<file path="src/hdl/sorted_table_binary_search_top_macros.svh">
// ----------------------------------------------------------------------------
// Sorted table binary search: assertion macros
// Shared assertion forms. Each expects clk and rst in the using scope.
// ----------------------------------------------------------------------------
`ifndef SORTED_TABLE_BINARY_SEARCH_TOP_MACROS_SVH
`define SORTED_TABLE_BINARY_SEARCH_TOP_MACROS_SVH

// same-cycle implication
`define STBS_ASSERT_SAME(label, ante, cons) \
  label: assert property (@(posedge clk) disable iff (rst) (ante) |-> (cons)) \
    else $error("stbs: same-cycle check failed");

// next-cycle implication
`define STBS_ASSERT_NEXT(label, ante, cons) \
  label: assert property (@(posedge clk) disable iff (rst) (ante) |=> (cons)) \
    else $error("stbs: next-cycle check failed");

`endif

</file>
<file path="src/hdl/stbs_pkg.sv">
// ----------------------------------------------------------------------------
// stbs_pkg
// Widths, defaults and controller/datapath interface types.
// ----------------------------------------------------------------------------
package stbs_pkg;

  localparam int TABLE_DEPTH_DEF = 4096;
  localparam int DATA_W          = 64;
  localparam int LEN_W           = 13;
  localparam int IDX_W           = 12;

  // request codes on req_type
  localparam logic REQ_WRITE  = 1'b0;
  localparam logic REQ_SEARCH = 1'b1;

  // controller -> datapath
  typedef struct packed {
    logic wr;       // store the accepted write request
    logic start;    // load key and initial window
    logic probe;    // register midpoint, issue table read
    logic compare;  // apply compare result to window
    logic finish;   // load output register
  } cmd_t;

  // datapath -> controller
  typedef struct packed {
    logic empty;    // window holds no entries
    logic eq;       // probed entry equals key
    logic out_busy; // output register full and stalled
  } status_t;

endpackage

</file>
<file path="src/hdl/stbs_ctrl.sv">
// ----------------------------------------------------------------------------
// stbs_ctrl
// Controller: sequences table writes and the probe/compare loop of a search.
// ----------------------------------------------------------------------------
`include "sorted_table_binary_search_top_macros.svh"

module stbs_ctrl (
  input  logic               clk,
  input  logic               rst,
  input  logic               in_valid,
  output logic               in_ready,
  input  logic               req_type,
  output stbs_pkg::cmd_t     cmd,
  input  stbs_pkg::status_t  st
);

  localparam logic [1:0] S_IDLE   = 2'd0;
  localparam logic [1:0] S_CHECK  = 2'd1;
  localparam logic [1:0] S_CMP    = 2'd2;
  localparam logic [1:0] S_FINISH = 2'd3;

  logic [1:0] state;
  logic [1:0] state_next;
  logic       accept;
  logic       is_search;

  assign in_ready  = (state == S_IDLE);
  assign accept    = in_valid && in_ready;
  assign is_search = (req_type == stbs_pkg::REQ_SEARCH);

  always_comb begin
    state_next  = state;
    cmd         = '0;
    case (state)
      S_IDLE: begin
        if (accept) begin
          if (is_search) begin
            cmd.start  = 1'b1;
            state_next = S_CHECK;
          end else begin
            cmd.wr = 1'b1;
          end
        end
      end
      S_CHECK: begin
        if (st.empty) begin
          state_next = S_FINISH;
        end else begin
          cmd.probe  = 1'b1;
          state_next = S_CMP;
        end
      end
      S_CMP: begin
        cmd.compare = 1'b1;
        state_next  = st.eq ? S_FINISH : S_CHECK;
      end
      S_FINISH: begin
        if (!st.out_busy) begin
          cmd.finish = 1'b1;
          state_next = S_IDLE;
        end
      end
      default: begin
        state_next = S_IDLE;
      end
    endcase
  end

  always_ff @(posedge clk) begin
    if (rst) begin
      state <= S_IDLE;
    end else begin
      state <= state_next;
    end
  end

  `STBS_ASSERT_NEXT(a_search_starts, accept && is_search, state == S_CHECK)
  `STBS_ASSERT_NEXT(a_write_stays_idle, accept && !is_search, state == S_IDLE)
  `STBS_ASSERT_NEXT(a_hit_ends_search, state == S_CMP && st.eq, state == S_FINISH)
  `STBS_ASSERT_NEXT(a_finish_holds, state == S_FINISH && st.out_busy, state == S_FINISH)

endmodule

</file>
<file path="config.mk">
export PLATFORM = sky130hd
export DESIGN_NAME = stbs_ctrl
export DESIGN_NICKNAME = d
export VERILOG_FILES = /design/src/hdl/stbs_pkg.sv /design/src/hdl/stbs_ctrl.sv
export VERILOG_INCLUDE_DIRS = /design/src /design/src/hdl
export SDC_FILE = /design/constraint.sdc
export NUM_CORES = 1
export LEC_CHECK = 0
export ABC_AREA = 1
export BUFFER_PORTS_ARGS = -buffer_cell sky130_fd_sc_hd__buf_2
export CAP_MARGIN = 15
export CELL_PAD_IN_SITES_DETAIL_PLACEMENT = 1
export CELL_PAD_IN_SITES_GLOBAL_PLACEMENT = 1
export CORE_AREA = 2 2 39 41
export CTS_CLUSTER_SIZE = 30
export DETAILED_ROUTE_END_ITERATION = 7
export DIE_AREA = 0 0 41 43
export GPL_ROUTABILITY_DRIVEN = 1
export GPL_TIMING_DRIVEN = 0
export PLACE_DENSITY = 0.49
export RECOVER_POWER = 100
export SYNTH_ARGS = -nofsm -noshare
export SYNTH_HDL_FRONTEND = slang
export SYNTH_SLANG_ARGS = --single-unit
</file>
<file path="constraint.sdc">
create_clock -name clk -period 1.3 [get_ports clk]
set_clock_uncertainty 0.1 [all_clocks]
set_input_delay 0.26 -clock clk [delete_from_list [all_inputs] [get_ports clk]]
set_output_delay 0.26 -clock clk [all_outputs]
set_load 0.005 [all_outputs]
</file>
==> impl_summary.txt, run 1 <==
----------------------------------------------------
[Die]
  Floorplan core area ... 0.00138 mm2
  Die X-Extent ... 41 um
  Initial standard-cell utilization of the core ... 0.0904
  Number of top-level pins ... 13
  Number of cell rows ... 14
  Vert. Die Dim ... 43 um
  Area of the die ... 0.00176 mm2

[Place]
  Post-placement setup slack ... 0.170 ns
  Half-perimeter wire length of the detailed placement result ... 324 um
  Placer congestion estimate ... 0.594
  Port Buf Inserts ... 12

[Final layout]
  Register ranked first by flip-flop count ... state
  Flip-flop count of the largest register after layout ... 2
  Area used by sequential logic in the layout ... 45.0 um2
  Antenna Diode Count ... 0
  Fraction of final layout cells sized beyond drive strength 1 ... 0.459
  Fill count ... 178
  Nets@finish ... 46
  Commonest cells after routing, fill and taps aside ... 11 x buf_2, 6 x inv_1, 5 x nand2_1
  Layout overhead on the synthesized area ... 87.0%
  Largest registers ... state x2
  Commonest non-fill, non-tap cell in the layout ... buf_2
  Area taken by multi-input logic gates ... 65.1 um2

[Critical path]
  Top fanout value on the critical path ... 5
  Worst r2r path cells ... 4
  Crit Path Class ... register to primary output
  Sort of element at the start of the critical path ... register
  Critical Path RT ... 0.94 ns
  Worst setup EP type ... primary output
  CP arrival ... 0.91 ns

[Global route]
  Combined global-route utilization of all metal layers ... 0.0501
  Pin count of the biggest net entering global routing ... 7
  Vias in the first global route ... 166
  Global route overflow ... 0
  Global-route wire length before repair ... 538 um
  Initial antenna violation count ... 0

[Timing]
  Time the worst path needs with I/O delays and setup ... 1.27 ns
  Setup violations, final ... 0
  Final period util ... 0.978
  Fmax ... 0.786 GHz
  Max-slew headroom at the worst pin ... 0.903
  Setup repair after global routing missed its margin ... yes
  Slew at the pin closest to its max-slew limit ... 0.144 ns
  Post-route setup slack ... 0.0281 ns
  Final number of hold-violating endpoints ... 0
  Number of max-slew violations in the final report ... 0

[Logic synthesis]
  #FFs+latches synth ... 2
  Adder-cell share of the synthesized area ... 0
  Post-synthesis share of cell area spent on xor and xnor gates ... 0
  Number of nets in the synthesized netlist ... 29
  Proportion of synthesized area in mux cells ... 0
  Mean instance size in the synthesized netlist ... 5.69 um2
  Number of warnings printed during yosys synthesis ... 0
  Simple logic cell fraction of the synthesized area ... 0.460
  Number of distinct standard cells referenced by the synthesized netlist ... 8
  Largest family of logic cells by synthesized area ... simple AND/OR/NAND/NOR gates
  Gate Count Post-Synth ... 22
  Post-synthesis instance area ... 125 um2
  Compound-Gate Fraction of Synth Area ... 0.0400
  Share of the yosys chip area belonging to registers ... 0.320

[Route]
  Remaining antenna violation count ... 0
  Vias per inst ... 3.42
  Routed WL ... 388 um
  Iter 0 DRT Violations ... 0
  Routed wirelength normalized by instance count ... 7.32 um
  DRC Markers ... 0
  Number of search-and-repair iterations in the first detailed-routing pass ... 1
  Vias after detailed routing ... 181

[Min path]
  Number of cells traversed by the worst hold path ... 4
  Worst min-delay path category ... primary input to register

[CTS]
  CTS HTree Levels ... 1
  Clock input transition at the sequential cells of the worst setup and hold paths ... 0.03 ns
  CTS sink cnt ... 2
  Clock Root Buffer ... clkbuf_4
  Number of buffers inserted by hold repair at cts ... 0
  Total CTS buffers ... 3
  Number of buffers between clock root and the deepest sink ... 2
  Post-CTS setup buffer count ... 0
  Clock latency of the later-clocked register in the worst-skew pair ... 0.22 ns
  CTS tree ... built

[Power and ir drop]
  Leak Pwr ... 0.151 nW
  Power density normalized to cell area ... 1160 mW/mm2
  Total power ... 270 uW
  Worst vdd rail ir drop ... 0.000313 V

[Flow run]
  Max_cap viols ... 0

[Run status]
  Outcome ... finished clean

----------------------------------------------------
[kinds of logic (layout without fill, tap and decap cells)]
| logic type | after synthesis | count (layout) |
|---|---|---|
| AO/OA/AOI/OAI | 1 | 1 |
| buffers and inverters | 6 | 21 |
| AND/OR/NAND/NOR | 13 | 13 |
| flip-flops | 2 | 2 |
[stage by stage]
step	cell area (um2)	instances	utilization	TNS [ns]	hold slack (ns)
global route	234	53	0.169	-0.0775	0.213
detailed placement	205	50	0.148	0	0.430
finish	234	53	0.169	0	0.195
floorplan	125	22	-	0	0.320
global placement	205	50	0.148	0	0.429
CTS	235	53	0.170	0	0.197
[where the power goes]
group / leakage (nW) / switching (mW) / internal, mW / total [mW]
clock network: 0.0138 / 0.0327 / 0.102 / 0.134
logic: 0.120 / 0.0267 / 0.0283 / 0.0550
registers: 0.0175 / 0.0117 / 0.0695 / 0.0812
[path summary, 6_finish.rpt]
check / slack (ns) / end / from
worst min-delay path: 0.19 / state[1] / rst
worst max register to register: 0.46 / state[0] / state[1]
worst max-delay path: 0.03 / cmd[4] / state[1]
worst min register to register: 0.44 / state[1] / state[0]
[synth_stat cells, drive strengths merged]
master,instances,area [um2]
a21oi,1,5.00
nor2,5,23.8
inv,6,22.5
dfxtp,2,40.0
nand2,5,18.8
nand3,2,10.0
nor3,1,5.00
[cell type report]
type | instances | share of cell area
multi-input cells | 14 | 0.278
repair buffers | 12 | 0.251
flip-flops and latches | 2 | 0.193
clock buffers | 3 | 0.0963
inverters | 6 | 0.0963
well taps | 16 | 0.0856
[per-layer routing]
metal / track usage / vias to the layer above / routed length [um] / share of wire
li1: - / 96 / - / -
met1: 0.0383 / 80 / 134 / 0.35
met2: 0.0688 / 5 / 218 / 0.56
met3: 0.0366 / 0 / 35 / 0.090
met4: 0.0600 / 0 / 0 / 0
met5: 0 / - / 0 / 0
[what timing repair did]
item                       CTS  global route
pin swaps                    1             0
setup endpoints to repair    3             4
resized for setup            3             1
[critical path: stages (launching register included)]
cell and delay, ns:
dfxtp_2 0.34, nor2_4 0.12, nand2_1 0.05, nor2_1 0.07
buf_2 0.11
Power figures use the tool's default switching activity.
==> run 2: changes to the inputs <==
==> constraint.sdc (replaced) <==
create_clock -name clk -period 1.3 [get_ports clk]
set_clock_uncertainty 0.1 [all_clocks]
set_input_delay 0.065 -clock clk [delete_from_list [all_inputs] [get_ports clk]]
set_output_delay 0.065 -clock clk [all_outputs]
set_load 0.005 [all_outputs]
==> impl_summary.txt, run 2 (synthesis results as in run 1) <==
----------------------------------------------------
[Run status]
  Outcome ... finished clean

[Die]
  Number of top-level pins ... 13
  Die X-Extent ... 41 um
  Initial standard-cell utilization of the core ... 0.0904
  Floorplan core area ... 0.00138 mm2
  Number of cell rows ... 14
  Area of the die ... 0.00176 mm2
  Vert. Die Dim ... 43 um

[Final layout]
  Fraction of final layout cells sized beyond drive strength 1 ... 0.351
  Layout overhead on the synthesized area ... 76.0%
  Post-route design area ... 220 um2
  Flip-flop count of the largest register after layout ... 2
  Commonest non-fill, non-tap cell in the layout ... buf_2
  Largest registers ... state x2
  Antenna Diode Count ... 0
  Register ranked first by flip-flop count ... state
  Number of standard cells in the final layout excluding fillers ... 53
  Fin util ... 0.159
  Nets@finish ... 46
  Commonest cells after routing, fill and taps aside ... 9 x buf_2, 6 x inv_1, 5 x nor2_1, 5 x nand2_1, 3 x clkbuf_4

[Global route]
  Vias in the first global route ... 168
  Initial antenna violation count ... 0
  Global route overflow ... 0
  Pin count of the biggest net entering global routing ... 7
  Combined global-route utilization of all metal layers ... 0.0501
  Global-route wire length before repair ... 538 um

[Timing]
  Max-slew headroom at the worst pin ... 0.867
  Setup total negative slack ... 0 ns
  Final period util ... 0.913
  Number of max-slew violations in the final report ... 0
  Time the worst path needs with I/O delays and setup ... 1.19 ns
  Setup repair after global routing missed its margin ... no
  Fmax ... 0.843 GHz
  Worst hold slack after final layout ... 0.00497 ns
  Post-route setup slack ... 0.113 ns
  Setup violations, final ... 0
  Slew at the pin closest to its max-slew limit ... 0.199 ns
  Final number of hold-violating endpoints ... 0

[Power and ir drop]
  Leak Pwr ... 0.143 nW
  Power Internal ... 195 uW
  Switching power share of the total ... 0.261
  Worst vdd rail ir drop ... 0.000313 V
  Comb power frac ... 0.197
  Total power ... 264 uW
  Power density normalized to cell area ... 1200 mW/mm2
  Switching power ... 68.8 uW
  Clock share of power ... 0.510
  Fraction of power consumed by sequential logic ... 0.293

[Min path]
  Worst min-delay path category ... primary input to register
  Worst Hold Launch ... st[1]

[Critical path]
  Sort of element at the start of the critical path ... register
  CP arrival ... 1.02 ns
  Most frequent cell on the critical path ... nor2_1
  Top fanout value on the critical path ... 6
  Worst flop-to-flop path startpoint ... state[0]
  Cell with the largest stage delay on the worst path ... dfxtp_1
  Critical Path RT ... 1.13 ns
  Slowest cell delay on critical path ... 0.35 ns
  Worst setup EP type ... primary output
  Cells along the critical path ... nor2_1, nand2_1, nor2_1, clkbuf_2
  Startpoint of the worst setup timing path ... state[0]
  Crit Path Class ... register to primary output

[CTS]
  Number of buffers between clock root and the deepest sink ... 2
  CTS HTree Levels ... 1
  Count of cells resized by post-cts repair ... 0
  CTS tree ... built
  Clock input transition at the sequential cells of the worst setup and hold paths ... 0.03 ns
  CTS sink cnt ... 2
  Post-CTS setup buffer count ... 0
  Total CTS buffers ... 3
  Clock Root Buffer ... clkbuf_4
  Number of buffers inserted by hold repair at cts ... 0
  Clock latency of the later-clocked register in the worst-skew pair ... 0.22 ns

[Flow run]
  Max_cap viols ... 0

[Route]
  Remaining antenna violation count ... 0
  Routed wirelength normalized by instance count ... 7.45 um
  Vias after detailed routing ... 177
  Iter 0 DRT Violations ... 0
  Number of search-and-repair iterations in the first detailed-routing pass ... 1
  Routed WL ... 395 um
  DRC Markers ... 0
  Vias per inst ... 3.34

[Place]
  Post-Place Cell Area ... 205 um2
  Half-perimeter wire length of the detailed placement result ... 324 um
  Placer congestion estimate ... 0.594
  Post-placement setup slack ... 0.358 ns
  Port Buf Inserts ... 12
  Total placed cells including tap cells ... 50

----------------------------------------------------
## run 2: area by class of cell
type / instances / area (um2)
inverter: 6 / 22.5
multi-input combinational: 14 / 57.6
tap: 16 / 20.0
fill: 181 / 1160
clock buffer: 3 / 22.5
timing repair buffer: 12 / 57.6
sequential: 2 / 40.0
## run 2: worst max-delay path, delay by kind of cell (launching register included)
| family | cells | cell delay, ns |
|---|---|---|
| buffers and inverters | 1 | 0.11 |
| AND/OR/NAND/NOR | 3 | 0.35 |
| flip-flops | 1 | 0.35 |
## run 2: final timing paths
kind                    to  slack [ns]  cells after the start
setup / recovery    cmd[4]        0.11                      4
hold reg to reg   state[1]        0.49                      2
hold / removal    state[1]       0.005                      3
setup reg to reg  state[0]        0.36                      4
## run 2: power groups by stage
stage	Sequential [mW]	Combinational, mW	Clock (mW)
3_3_place_gp	0.0790	0.0556	0
2_1_floorplan	0.0764	0.0296	0
6_report	0.0773	0.0520	0.134
5_1_grt	0.0777	0.0595	0.151
3_5_place_dp	0.0793	0.0570	0
4_1_cts	0.0782	0.0572	0.142
## run 2: per-layer routing
| metal | track usage | wire, um | vias to the layer above |
|---|---|---|---|
| met2 | 0.0688 | 210 | 5 |
| li1 | - | - | 95 |
| met1 | 0.0383 | 148 | 77 |
| met5 | 0 | 0 | - |
| met4 | 0.0600 | 0 | 0 |
| met3 | 0.0366 | 36 | 0 |
==> run 3: changes to the inputs <==
- PLACE_DENSITY: 0.49 -> default
- PLACE_DENSITY_LB_ADDON: default -> 0.1
==> impl_summary.txt, run 3 (synthesis results as in run 1) <==
----------------------------------------------------
[Run status]
  Outcome ... finished clean

[Power and ir drop]
  Power Internal ... 196 uW
  Switching power ... 72.5 uW
  Leak Pwr ... 0.136 nW
  Comb power frac ... 0.201
  Worst vdd rail ir drop ... 0.000407 V
  Switching power share of the total ... 0.270
  Fraction of power consumed by sequential logic ... 0.293
  Total power ... 268 uW
  Power density normalized to cell area ... 1200 mW/mm2
  Clock share of power ... 0.506

[Final layout]
  Flip-flop count of the largest register after layout ... 2
  Fraction of final layout cells sized beyond drive strength 1 ... 0.351
  Commonest non-fill, non-tap cell in the layout ... buf_2
  Post-route design area ... 223 um2
  Commonest cells after routing, fill and taps aside ... 8 x buf_2, 6 x inv_1, 5 x nand2_1
  Largest registers ... state x2
  Register ranked first by flip-flop count ... state
  Antenna Diode Count ... 0
  Layout overhead on the synthesized area ... 78.0%
  Fin util ... 0.161
  Nets@finish ... 46

[Global route]
  Global route overflow ... 0
  Global-route wire length before repair ... 731 um
  Pin count of the biggest net entering global routing ... 7
  Vias in the first global route ... 195
  Combined global-route utilization of all metal layers ... 0.0671
  Initial antenna violation count ... 0

[Place]
  Placer congestion estimate ... 0.577
  Post-placement setup slack ... 0.352 ns
  Half-perimeter wire length of the detailed placement result ... 336 um
  Port Buf Inserts ... 12
  Post-Place Cell Area ... 205 um2

[Route]
  DRC Markers ... 0
  Vias per inst ... 3.45
  Number of search-and-repair iterations in the first detailed-routing pass ... 1
  Remaining antenna violation count ... 0
  Routed wirelength normalized by instance count ... 7.96 um
  Vias after detailed routing ... 183
  Iter 0 DRT Violations ... 0
  Routed WL ... 422 um

[Timing]
  Fmax ... 0.848 GHz
  Setup total negative slack ... 0 ns
  Post-route setup slack ... 0.120 ns
  Final number of hold-violating endpoints ... 0
  Setup violations, final ... 0
  Max-slew headroom at the worst pin ... 0.848
  Final period util ... 0.908
  Slew at the pin closest to its max-slew limit ... 0.228 ns
  Number of max-slew violations in the final report ... 0
  Setup repair after global routing missed its margin ... no
  Time the worst path needs with I/O delays and setup ... 1.18 ns

[Critical path]
  Buffer and inverter count on the worst path ... 1
  Crit Path Class ... register to primary output
  Sort of element at the start of the critical path ... register
  Slowest cell delay on critical path ... 0.36 ns
  Critical Path RT ... 1.13 ns
  Worst r2r path cells ... 3
  Cell with the largest stage delay on the worst path ... dfxtp_1
  Top fanout value on the critical path ... 6
  Cell family with most CP delay ... flip-flops
  Cells along the critical path ... nor2_2, nand2_1, nor2_1, clkbuf_1
  Worst setup EP type ... primary output
  Number of stages on the worst setup path ... 4
  CP arrival ... 1.01 ns

[CTS]
  Total CTS buffers ... 3
  Clock Root Buffer ... clkbuf_4
  Clock latency of the later-clocked register in the worst-skew pair ... 0.22 ns
  CTS sink cnt ... 2
  CTS tree ... built
  Number of buffers inserted by hold repair at cts ... 0
  Count of cells resized by post-cts repair ... 0
  Post-CTS setup buffer count ... 0
  CTS HTree Levels ... 1
  Number of buffers between clock root and the deepest sink ... 2
  Clock input transition at the sequential cells of the worst setup and hold paths ... 0.03 ns

[Die]
  Floorplan core area ... 0.00138 mm2
  Die X-Extent ... 41 um
  Number of top-level pins ... 13
  Vert. Die Dim ... 43 um
  Initial standard-cell utilization of the core ... 0.0904
  Area of the die ... 0.00176 mm2
  Number of cell rows ... 14

[Min path]
  Number of cells traversed by the worst hold path ... 3
  Worst min-delay path category ... primary input to register

[Flow run]
  Max_cap viols ... 0

----------------------------------------------------
run 3: routing by layer:
layer,track usage,part of all wire
met1,0.0701,0.43
met2,0.0844,0.46
met3,0.0471,0.10
met4,0.0600,0
met5,0,0
run 3: metrics by stage:
step,instances,hold slack [ns]
final,53,0.0113
after global routing,53,0.0337
after CTS,53,0.00479
after detailed placement,50,0.241
after global placement,50,0.220
after floorplan,22,0.0611
run 3: path summary, 6_finish.rpt:
kind                               start        to  slack (ns)
worst min-delay path               st[1]  state[1]        0.01
worst max-delay path            state[0]    cmd[4]        0.12
worst max register to register  state[0]  state[1]        0.37
worst min register to register  state[1]  state[1]        0.50
run 3: final cells by class:
class / instances / area, um2
fill: 171 / 1160
multi-input combinational: 14 / 62.6
timing repair buffer: 12 / 55.1
sequential: 2 / 40.0
clock buffer: 3 / 22.5
inverter: 6 / 22.5
tap: 16 / 20.0
run 3: power by group through the flow:
stage,registers [mW],clock network [mW],logic [mW]
2_1_floorplan,0.0764,0,0.0296
5_1_grt,0.0805,0.156,0.0629
3_3_place_gp,0.0790,0,0.0553
3_5_place_dp,0.0792,0,0.0574
6_report,0.0786,0.136,0.0539
4_1_cts,0.0784,0.146,0.0575
run 3: tightest hold or removal path: cells and delay by family:
kind            cells  cell delay [ns]
buf+inv             1             0.08
simple gates        1             0.09
compound gates      1             0.06
